`src/rtl/core/cdp_pkg.sv`:
```
`timescale 1ns / 1ps

package cdp_pkg;

    localparam int CHAR_W = 8;
    localparam int TYPE_W = 3;
    localparam int MAG_W  = 64;
    localparam int ERR_W  = 2;
    localparam int DIG_W  = 4;

    localparam logic [CHAR_W-1:0] CHAR_ZERO  = 8'h30;
    localparam logic [CHAR_W-1:0] CHAR_NINE  = 8'h39;
    localparam logic [CHAR_W-1:0] CHAR_MINUS = 8'h2D;

    localparam logic [TYPE_W-1:0] TYPE_INT32  = 3'd0;
    localparam logic [TYPE_W-1:0] TYPE_UINT32 = 3'd1;
    localparam logic [TYPE_W-1:0] TYPE_INT64  = 3'd2;
    localparam logic [TYPE_W-1:0] TYPE_UINT64 = 3'd3;
    localparam logic [TYPE_W-1:0] TYPE_U8     = 3'd4;

    localparam logic [ERR_W-1:0] ERR_NONE  = 2'd0;
    localparam logic [ERR_W-1:0] ERR_TEXT  = 2'd1;
    localparam logic [ERR_W-1:0] ERR_RANGE = 2'd2;

    typedef struct packed {
        logic [CHAR_W-1:0] char_code;
        logic              has_char;
        logic              is_last;
        logic [TYPE_W-1:0] value_type;
    } char_item_t;

    // what is left of a text once its last character has gone through
    typedef struct packed {
        logic [TYPE_W-1:0] value_type;
        logic              text_bad;
        logic              digit_seen;
        logic              minus_seen;
        logic              overflowed;
        logic [MAG_W-1:0]  magnitude;
    } text_sum_t;

    // packed so that ok lands in the lowest bit
    typedef struct packed {
        logic [MAG_W-1:0] value_bits;
        logic [ERR_W-1:0] error_code;
        logic             ok;
    } parse_result_t;

    function automatic logic type_is_signed(input logic [TYPE_W-1:0] t);
        return (t == TYPE_INT32) || (t == TYPE_INT64);
    endfunction

endpackage

```
`src/rtl/core/canonical_decimal_integer_parser_unit.sv`:
```
`timescale 1ns / 1ps

// channel   dir  ports                    tdata / tuser (low bit up)
// s_        in   tvalid tready tdata      tdata: char_code[7:0]
//                tuser tlast              tuser: has_char, value_type[2:0]; tlast: is_last
// m_        out  tvalid tready tdata      tdata: ok, error_code[1:0], value_bits[63:0], 5 zero
//
// one item per cycle in steady state while m_tready stays high; a result passes in turn through
// the input register, accumulate register and range-check register once its last item is accepted
// the 64-bit multiply-by-ten and add of the accumulator sets the cycle time
// reset clears all valid flags and the per-text state; no clearing pass
// each stage stalls only when full and its successor is stalled

module canonical_decimal_integer_parser_unit
    import cdp_pkg::*;
(
    input  logic        aclk,
    input  logic        aresetn,
    input  logic        s_tvalid,
    output logic        s_tready,
    input  logic [7:0]  s_tdata,   // char_code
    input  logic [3:0]  s_tuser,   // has_char, value_type
    input  logic        s_tlast,   // is_last
    output logic        m_tvalid,
    input  logic        m_tready,
    output logic [71:0] m_tdata    // ok, error_code, value_bits, zero pad
);

    char_item_t    in_item;
    char_item_t    q_item;
    logic          q_valid;
    logic          q_ready;
    text_sum_t     sum;
    logic          sum_valid;
    logic          sum_ready;
    parse_result_t res;

    assign in_item = '{char_code: s_tdata, has_char: s_tuser[0], is_last: s_tlast,
                       value_type: s_tuser[3:1]};

    cdp_in_stage u_in (
        .aclk     (aclk),
        .aresetn  (aresetn),
        .up_valid (s_tvalid),
        .up_ready (s_tready),
        .up_item  (in_item),
        .dn_valid (q_valid),
        .dn_ready (q_ready),
        .dn_item  (q_item)
    );

    cdp_accum u_accum (
        .aclk      (aclk),
        .aresetn   (aresetn),
        .up_valid  (q_valid),
        .up_ready  (q_ready),
        .up_item   (q_item),
        .sum_valid (sum_valid),
        .sum_ready (sum_ready),
        .sum       (sum)
    );

    cdp_finish u_finish (
        .aclk      (aclk),
        .aresetn   (aresetn),
        .sum_valid (sum_valid),
        .sum_ready (sum_ready),
        .sum       (sum),
        .res_valid (m_tvalid),
        .res_ready (m_tready),
        .res       (res)
    );

    assign m_tdata = {5'b00000, res};

endmodule

```
`src/rtl/core/cdp_in_stage.sv`:
```
`timescale 1ns / 1ps

module cdp_in_stage
    import cdp_pkg::*;
(
    input  logic       aclk,
    input  logic       aresetn,
    input  logic       up_valid,
    output logic       up_ready,
    input  char_item_t up_item,
    output logic       dn_valid,
    input  logic       dn_ready,
    output char_item_t dn_item
);

    logic       valid_reg;
    logic       valid_next;
    char_item_t item_reg;
    char_item_t item_next;

    assign up_ready = !valid_reg || dn_ready;

    always_comb begin
        valid_next = valid_reg;
        item_next  = item_reg;
        if (up_ready) begin
            valid_next = up_valid;
            item_next  = up_item;
        end
    end

    always_ff @(posedge aclk) begin
        if (!aresetn) begin
            valid_reg <= 1'b0;
        end else begin
            valid_reg <= valid_next;
        end
    end

    always_ff @(posedge aclk) begin
        item_reg <= item_next;
    end

    assign dn_valid = valid_reg;
    assign dn_item  = item_reg;

endmodule

```
`src/rtl/core/cdp_accum.sv`:
```
`timescale 1ns / 1ps

module cdp_accum
    import cdp_pkg::*;
(
    input  logic       aclk,
    input  logic       aresetn,
    input  logic       up_valid,
    output logic       up_ready,
    input  char_item_t up_item,
    output logic       sum_valid,
    input  logic       sum_ready,
    output text_sum_t  sum
);

    logic              at_start_reg,     at_start_next;
    logic              minus_seen_reg,   minus_seen_next;
    logic              digit_seen_reg,   digit_seen_next;
    logic              leading_zero_reg, leading_zero_next;
    logic              text_bad_reg,     text_bad_next;
    logic              overflowed_reg,   overflowed_next;
    logic [MAG_W-1:0]  magnitude_reg,    magnitude_next;
    logic [TYPE_W-1:0] held_type_reg,    held_type_next;
    logic              sum_valid_reg,    sum_valid_next;
    text_sum_t         sum_reg,          sum_next;

    logic              take;
    logic [TYPE_W-1:0] cur_type;
    logic              is_minus;
    logic              is_digit;
    logic [DIG_W-1:0]  digit;
    logic [MAG_W+3:0]  mag_wide;
    logic [MAG_W+3:0]  prod;

    // updated text state before the end-of-text clear
    logic              upd_minus;
    logic              upd_digit;
    logic              upd_lz;
    logic              upd_bad;
    logic              upd_ovf;
    logic [MAG_W-1:0]  upd_mag;

    assign up_ready = !sum_valid_reg || sum_ready;
    assign take     = up_valid && up_ready;

    assign cur_type = at_start_reg ? up_item.value_type : held_type_reg;
    assign is_minus = up_item.char_code == CHAR_MINUS;
    assign is_digit = (up_item.char_code >= CHAR_ZERO) && (up_item.char_code <= CHAR_NINE);
    // the low nibble of an ascii digit is its value
    assign digit    = up_item.char_code[DIG_W-1:0];

    // magnitude * 10 + digit, carries above 64 bits mean overflow
    assign mag_wide = {4'b0000, magnitude_reg};
    assign prod     = (mag_wide << 3) + (mag_wide << 1) + {{MAG_W{1'b0}}, digit};

    always_comb begin
        upd_minus = minus_seen_reg;
        upd_digit = digit_seen_reg;
        upd_lz    = leading_zero_reg;
        upd_bad   = text_bad_reg;
        upd_ovf   = overflowed_reg;
        upd_mag   = magnitude_reg;
        if (up_item.has_char && !text_bad_reg) begin
            priority if (is_minus) begin
                if (minus_seen_reg || digit_seen_reg || !type_is_signed(cur_type)) begin
                    upd_bad = 1'b1;
                end else begin
                    upd_minus = 1'b1;
                end
            end else if (is_digit) begin
                if (leading_zero_reg) begin
                    upd_bad = 1'b1;
                end else begin
                    if (!digit_seen_reg && (digit == '0)) begin
                        upd_lz = 1'b1;
                    end
                    upd_digit = 1'b1;
                    upd_ovf   = overflowed_reg || (|prod[MAG_W+3:MAG_W]);
                    upd_mag   = prod[MAG_W-1:0];
                end
            end else begin
                upd_bad = 1'b1;
            end
        end
    end

    always_comb begin
        at_start_next     = at_start_reg;
        minus_seen_next   = minus_seen_reg;
        digit_seen_next   = digit_seen_reg;
        leading_zero_next = leading_zero_reg;
        text_bad_next     = text_bad_reg;
        overflowed_next   = overflowed_reg;
        magnitude_next    = magnitude_reg;
        held_type_next    = held_type_reg;
        sum_next          = sum_reg;
        sum_valid_next    = sum_valid_reg && !sum_ready;

        if (take) begin
            held_type_next = cur_type;
            if (up_item.is_last) begin
                sum_valid_next    = 1'b1;
                sum_next          = '{value_type: cur_type, text_bad: upd_bad,
                                      digit_seen: upd_digit, minus_seen: upd_minus,
                                      overflowed: upd_ovf, magnitude: upd_mag};
                at_start_next     = 1'b1;
                minus_seen_next   = 1'b0;
                digit_seen_next   = 1'b0;
                leading_zero_next = 1'b0;
                text_bad_next     = 1'b0;
                overflowed_next   = 1'b0;
                magnitude_next    = '0;
            end else begin
                at_start_next     = 1'b0;
                minus_seen_next   = upd_minus;
                digit_seen_next   = upd_digit;
                leading_zero_next = upd_lz;
                text_bad_next     = upd_bad;
                overflowed_next   = upd_ovf;
                magnitude_next    = upd_mag;
            end
        end
    end

    always_ff @(posedge aclk) begin
        if (!aresetn) begin
            at_start_reg     <= 1'b1;
            minus_seen_reg   <= 1'b0;
            digit_seen_reg   <= 1'b0;
            leading_zero_reg <= 1'b0;
            text_bad_reg     <= 1'b0;
            overflowed_reg   <= 1'b0;
            magnitude_reg    <= '0;
            held_type_reg    <= '0;
            sum_valid_reg    <= 1'b0;
        end else begin
            at_start_reg     <= at_start_next;
            minus_seen_reg   <= minus_seen_next;
            digit_seen_reg   <= digit_seen_next;
            leading_zero_reg <= leading_zero_next;
            text_bad_reg     <= text_bad_next;
            overflowed_reg   <= overflowed_next;
            magnitude_reg    <= magnitude_next;
            held_type_reg    <= held_type_next;
            sum_valid_reg    <= sum_valid_next;
        end
    end

    always_ff @(posedge aclk) begin
        sum_reg <= sum_next;
    end

    assign sum_valid = sum_valid_reg;
    assign sum       = sum_reg;

`ifndef SYNTHESIS
    a_no_digit_no_mag: assert property (@(posedge aclk) disable iff (!aresetn)
        !digit_seen_reg |-> (magnitude_reg == '0) && !overflowed_reg)
        else $error("magnitude moved without a digit");

    a_lead_zero_state: assert property (@(posedge aclk) disable iff (!aresetn)
        leading_zero_reg |-> digit_seen_reg && (magnitude_reg == '0))
        else $error("leading zero flag with nonzero magnitude");

    a_clear_after_last: assert property (@(posedge aclk) disable iff (!aresetn)
        (take && up_item.is_last) |=> at_start_reg && !digit_seen_reg && !text_bad_reg
            && sum_valid_reg)
        else $error("text state not cleared after last item");
`endif

endmodule

```
`src/rtl/core/cdp_finish.sv`:
```
`timescale 1ns / 1ps

module cdp_finish
    import cdp_pkg::*;
(
    input  logic          aclk,
    input  logic          aresetn,
    input  logic          sum_valid,
    output logic          sum_ready,
    input  text_sum_t     sum,
    output logic          res_valid,
    input  logic          res_ready,
    output parse_result_t res
);

    logic          valid_reg;
    logic          valid_next;
    parse_result_t res_reg;
    parse_result_t res_next;

    logic [MAG_W-1:0] limit;
    logic [MAG_W-1:0] negated;
    logic [ERR_W-1:0] err;
    logic             take;

    assign sum_ready = !valid_reg || res_ready;
    assign take      = sum_valid && sum_ready;

    always_comb begin
        unique case (sum.value_type)
            TYPE_INT32:  limit = sum.minus_seen ? 64'h0000_0000_8000_0000
                                                : 64'h0000_0000_7FFF_FFFF;
            TYPE_UINT32: limit = 64'h0000_0000_FFFF_FFFF;
            TYPE_INT64:  limit = sum.minus_seen ? 64'h8000_0000_0000_0000
                                                : 64'h7FFF_FFFF_FFFF_FFFF;
            TYPE_UINT64: limit = 64'hFFFF_FFFF_FFFF_FFFF;
            default:     limit = 64'h0000_0000_0000_00FF;
        endcase
    end

    assign negated = '0 - sum.magnitude;

    // text errors win over range errors
    always_comb begin
        priority if ((sum.value_type > TYPE_U8) || sum.text_bad || !sum.digit_seen) begin
            err = ERR_TEXT;
        end else if (sum.overflowed || (sum.magnitude > limit)) begin
            err = ERR_RANGE;
        end else begin
            err = ERR_NONE;
        end
    end

    always_comb begin
        valid_next = valid_reg && !res_ready;
        res_next   = res_reg;
        if (take) begin
            valid_next          = 1'b1;
            res_next.ok         = err == ERR_NONE;
            res_next.error_code = err;
            if (err != ERR_NONE) begin
                res_next.value_bits = '0;
            end else begin
                res_next.value_bits = sum.minus_seen ? negated : sum.magnitude;
            end
        end
    end

    always_ff @(posedge aclk) begin
        if (!aresetn) begin
            valid_reg <= 1'b0;
        end else begin
            valid_reg <= valid_next;
        end
    end

    always_ff @(posedge aclk) begin
        res_reg <= res_next;
    end

    assign res_valid = valid_reg;
    assign res       = res_reg;

`ifndef SYNTHESIS
    a_fail_is_zero: assert property (@(posedge aclk) disable iff (!aresetn)
        (valid_reg && !res_reg.ok) |-> (res_reg.value_bits == '0)
            && (res_reg.error_code != ERR_NONE))
        else $error("failed result carries a value");
`endif

endmodule
```
`config.mk`:
```
export PLATFORM = sky130hd
export DESIGN_NAME = canonical_decimal_integer_parser_unit
export DESIGN_NICKNAME = d
export VERILOG_FILES = /design/src/rtl/core/cdp_pkg.sv /design/src/rtl/core/canonical_decimal_integer_parser_unit.sv /design/src/rtl/core/cdp_in_stage.sv /design/src/rtl/core/cdp_accum.sv /design/src/rtl/core/cdp_finish.sv
export SDC_FILE = /design/constraint.sdc
export NUM_CORES = 1
export LEC_CHECK = 0
export BUFFER_PORTS_ARGS = -buffer_cell sky130_fd_sc_hd__buf_2
export CAP_MARGIN = 25
export CORE_MARGIN = 4
export CORE_UTILIZATION = 30
export CTS_CLUSTER_SIZE = 12
export DETAILED_ROUTE_END_ITERATION = 10
export PLACE_DENSITY_LB_ADDON = 0.05
export SETUP_SLACK_MARGIN = 0.2
export SYNTH_ARGS = -nofsm -noshare
export SYNTH_HDL_FRONTEND = slang
export SYNTH_HIERARCHICAL = 1
export SYNTH_SLANG_ARGS = --single-unit
```
`constraint.sdc`:
```
create_clock -name aclk -period 6.35 [get_ports aclk]
set_input_delay 1.27 -clock aclk [delete_from_list [all_inputs] [get_ports aclk]]
set_output_delay 1.27 -clock aclk [all_outputs]
set_load 0.02 [all_outputs]
```
==> results_dict.tcl <==
set metrics [dict create \
    status "finished clean" \
    grt_pass1_vias 13361 \
    crit_path_start "u_in/dn_item[8]" \
    grt_pass1_wl_mm 80.4 \
    synth_area_um2 16700 \
    met1_usage_pct 25.9 \
    fill_cells 5690 \
    vias 13880 \
    largest_reg_flops 71 \
    synth_edf_count 151 \
    gp_congestion 0.861 \
    n_antenna_cell 0 \
    syn_area_per_cell_um2 9.20 \
    core-area_um2 55100 \
    rr_worst_depth 14 \
    final-max-slew-violation-count 0 \
    ios 91 \
    synth_compound_area_share_pct 21.9 \
    clkSinkCount 227 \
    setup_violations 0 \
    postCtsResizedCells 0 \
    grtUsageMet2_pct 25.7 \
    synth_warnings 6 \
    fin_crit_ns 4.44 \
    syn_to_final_growth_pct 12.0 \
    grt.overflow.total 0 \
    hold_slack_ns 0.472 \
    synthMuxAreaShare_pct 0.375 \
    grt.total_usage_pct 16.9 \
    antenna_found_initial 0 \
    synthArstFlopShare_pct 0 \
    rsz0062_at_grt "false" \
    grt_max_degree 74 \
    drv_cap 0 \
    initial_core_util_pct 30.3 \
    hold_buffers 0 \
    criticalPathCategory "reg2reg" \
    syn_inst 1812 \
    die_area_um2 59400 \
    p_per_area_nw_per_um2 182 \
    grt.busiest_layer "met1" \
    worstHoldPathType "reg2reg" \
    cp_max_fo 6 \
    r2r_slack_ns 1.91 \
    fmax_mhz 225 \
    end_kind "flip-flop" \
    dr.pass1.iters 5 \
    p_leak_nw 7.45 \
    dp_cells 2553 \
    cp.required_ns 6.64 \
    fin_setup_tns_ns 0 \
    layout.cells.non_filler 2606 \
    fin_nets 2046 \
    dp_hpwl_mm 39.7 \
    drt-vias-per-instance 5.33 \
    skew_ns 0.0235 \
    synth_ff_type "edfxtp_1" \
    antenna_left 0 \
    wl_mm 51.8 \
    regToRegStartpoint "u_in/dn_item[8]" \
    io_buffers 85 \
    critPathArrivalTime_ns 4.73 \
    fp-row-count 86 \
    r2r-end "u_accum/sum[57]" \
    h-tree-depth 1 \
    hold_viol_final 0 \
    post-route-period-util_pct 69.9 \
    synth_top_family_by_area "compound AO/OA/AOI/OAI gates" \
    tightest_slew_ns 0.993 \
    clock_path_buffers 3 \
    wl_per_cell_um 19.9 \
    yosysSeqAreaShare_pct 36.3 \
    ir_drop_v 0.000176 \
    yosys.area_share.xor_xnor_pct 6.25 \
    synth-simple-area-share_pct 17.2 \
    critPathCapture "u_accum/sum[57]" \
    fp.dieW_um 244 \
    cts_buffers 28 \
    clkLatencyLatePin_ns 0.57 \
    drtIter0Drc 768 \
    grt_use_met3_pct 1.72 \
    path_clk_slew_ns 0.06 \
    root_buffer "clkbuf_16" \
    drc 0 \
    synth_cell_types 75 \
    post_cts_buffers 0 \
    die_y_um 244 \
    cp-start-kind "flip-flop" \
    synth_fa_ha_area_share_pct 14.6 \
    ys_ff_latch 227 \
    max_slew_margin_pct 33.6 \
    post_route_cells_drive_above_1_share_pct 9.85 \
    cts_tree "done" \
]
## placed cells by master, fill, tap and decap left out, drive strengths merged, types with 35 or more instances in the layout
master | netlist | final
nor2b | 35 | 35
clkbuf | 92 | 35
nand4 | 37 | 37
nand2 | 266 | 266
xor2 | 85 | 85
nor2 | 67 | 67
dfxtp | 76 | 76
edfxtp | 151 | 151
buf | 20 | 102
a21oi | 104 | 104
o21ai | 130 | 130
ha | 191 | 191
a211oi | 75 | 75
## area by class of cell
type                            instances  area [um^2]  share of cell area, %
Timing Repair Buffer                  102          566                   3.03
Tap cell                              748          936                   5.01
Multi-Input combinational cell       1448        10100                   54.0
Inverter                               29          109                  0.583
Clock buffer                           35          757                   4.05
Clock inverter                         17          164                  0.878
Sequential cell                       227         6060                   32.4
## routing by layer
metal / wire, um / share of wire (%)
met4: 981 / 1.9
met1: 26800 / 52
met3: 2030 / 3.9
met2: 22000 / 42
met5: 0 / 0
## how the worst min path moves through the flow
stage,startpoint,endpoint,slack [ns],cells past startpoint
2_1_floorplan,u_accum/leading_zero_reg,u_accum/leading_zero_reg,0.43,2
3_3_place_gp,u_accum/leading_zero_reg,u_accum/leading_zero_reg,0.44,2
3_5_place_dp,u_accum/leading_zero_reg,u_accum/leading_zero_reg,0.46,2
4_1_cts,u_accum/leading_zero_reg,u_accum/leading_zero_reg,0.47,2
5_1_grt,u_accum/held_type_reg[1],u_accum/held_type_reg[1],0.50,2
6_report,u_accum/leading_zero_reg,u_accum/leading_zero_reg,0.47,2
## worst max-delay path, stage by stage, from the launching register on
cell,delay [ns]
edfxtp_1,0.40
inv_1,0.08
fa_1,0.58
inv_1,0.06
ha_1,0.28
a21o_1,0.17
and4_1,0.22
o2111ai_1,0.39
o211ai_1,0.23
a31o_2,0.31
o21ba_2,0.23
o21ai_1,0.57
o21ai_0,0.20
a211oi_1,0.36
nand2_1,0.09
## Yosys cell counts, drive strengths merged, types with 4 or more instances
master,number,area [um^2]
and2,7,43.8
xnor2,34,298
nand4,37,231
o21a,10,75.1
and4,9,78.8
nand4b,7,61.3
nor3b,6,45.0
a31oi,21,131
a211oi,75,563
a221oi,5,43.8
o31ai,28,254
o221ai,8,70.1
o211ai,12,90.1
xor2,85,744
nor4,17,119
clkbuf,92,345
a32o,6,60.1
ha,191,2390
o21ai,130,651
nand3,34,170
and3,11,68.8
nand2,266,998
buf,20,119
a22oi,31,233
edfxtp,151,4530
nor2,67,251
mux2i,4,40.0
o21bai,13,101
nor3,22,110
a21o,31,233
o41ai,21,221
a2111oi,4,35.0
nand2b,17,114
a21oi,104,521
nor2b,35,219
inv,29,109
dfxtp,76,1520
or3,19,119
a21boi,14,109
or4,19,143
## cell families after synthesis
family	Yosys count
buf+inv	141
fa+ha+maj	193
compound gates	541
xor+xnor	119
flops	227
other cells	1
simple gates	584
mux	6
## report_power, final
group	internal [W]	switching [W]	total, W
clock network	0.000929	0.000668	0.00160
logic	0.0000622	0.000127	0.000189
registers	0.00159	0.0000235	0.00161
total	0.00258	0.000818	0.00340
## stage by stage
stage / setup WS, ns / utilization, % / power (W) / cell area (um^2)
after floorplan: 2.61 / - / 0.00177 / 16700
after global placement: 2.00 / 32.2 / 0.00184 / 17700
after detailed placement: 1.88 / 32.2 / 0.00184 / 17700
after CTS: 1.87 / 33.9 / 0.00346 / 18700
after global routing: 1.68 / 33.9 / 0.00355 / 18700
final: 1.91 / 33.9 / 0.00340 / 18700
(Power assumes the default switching activity.)
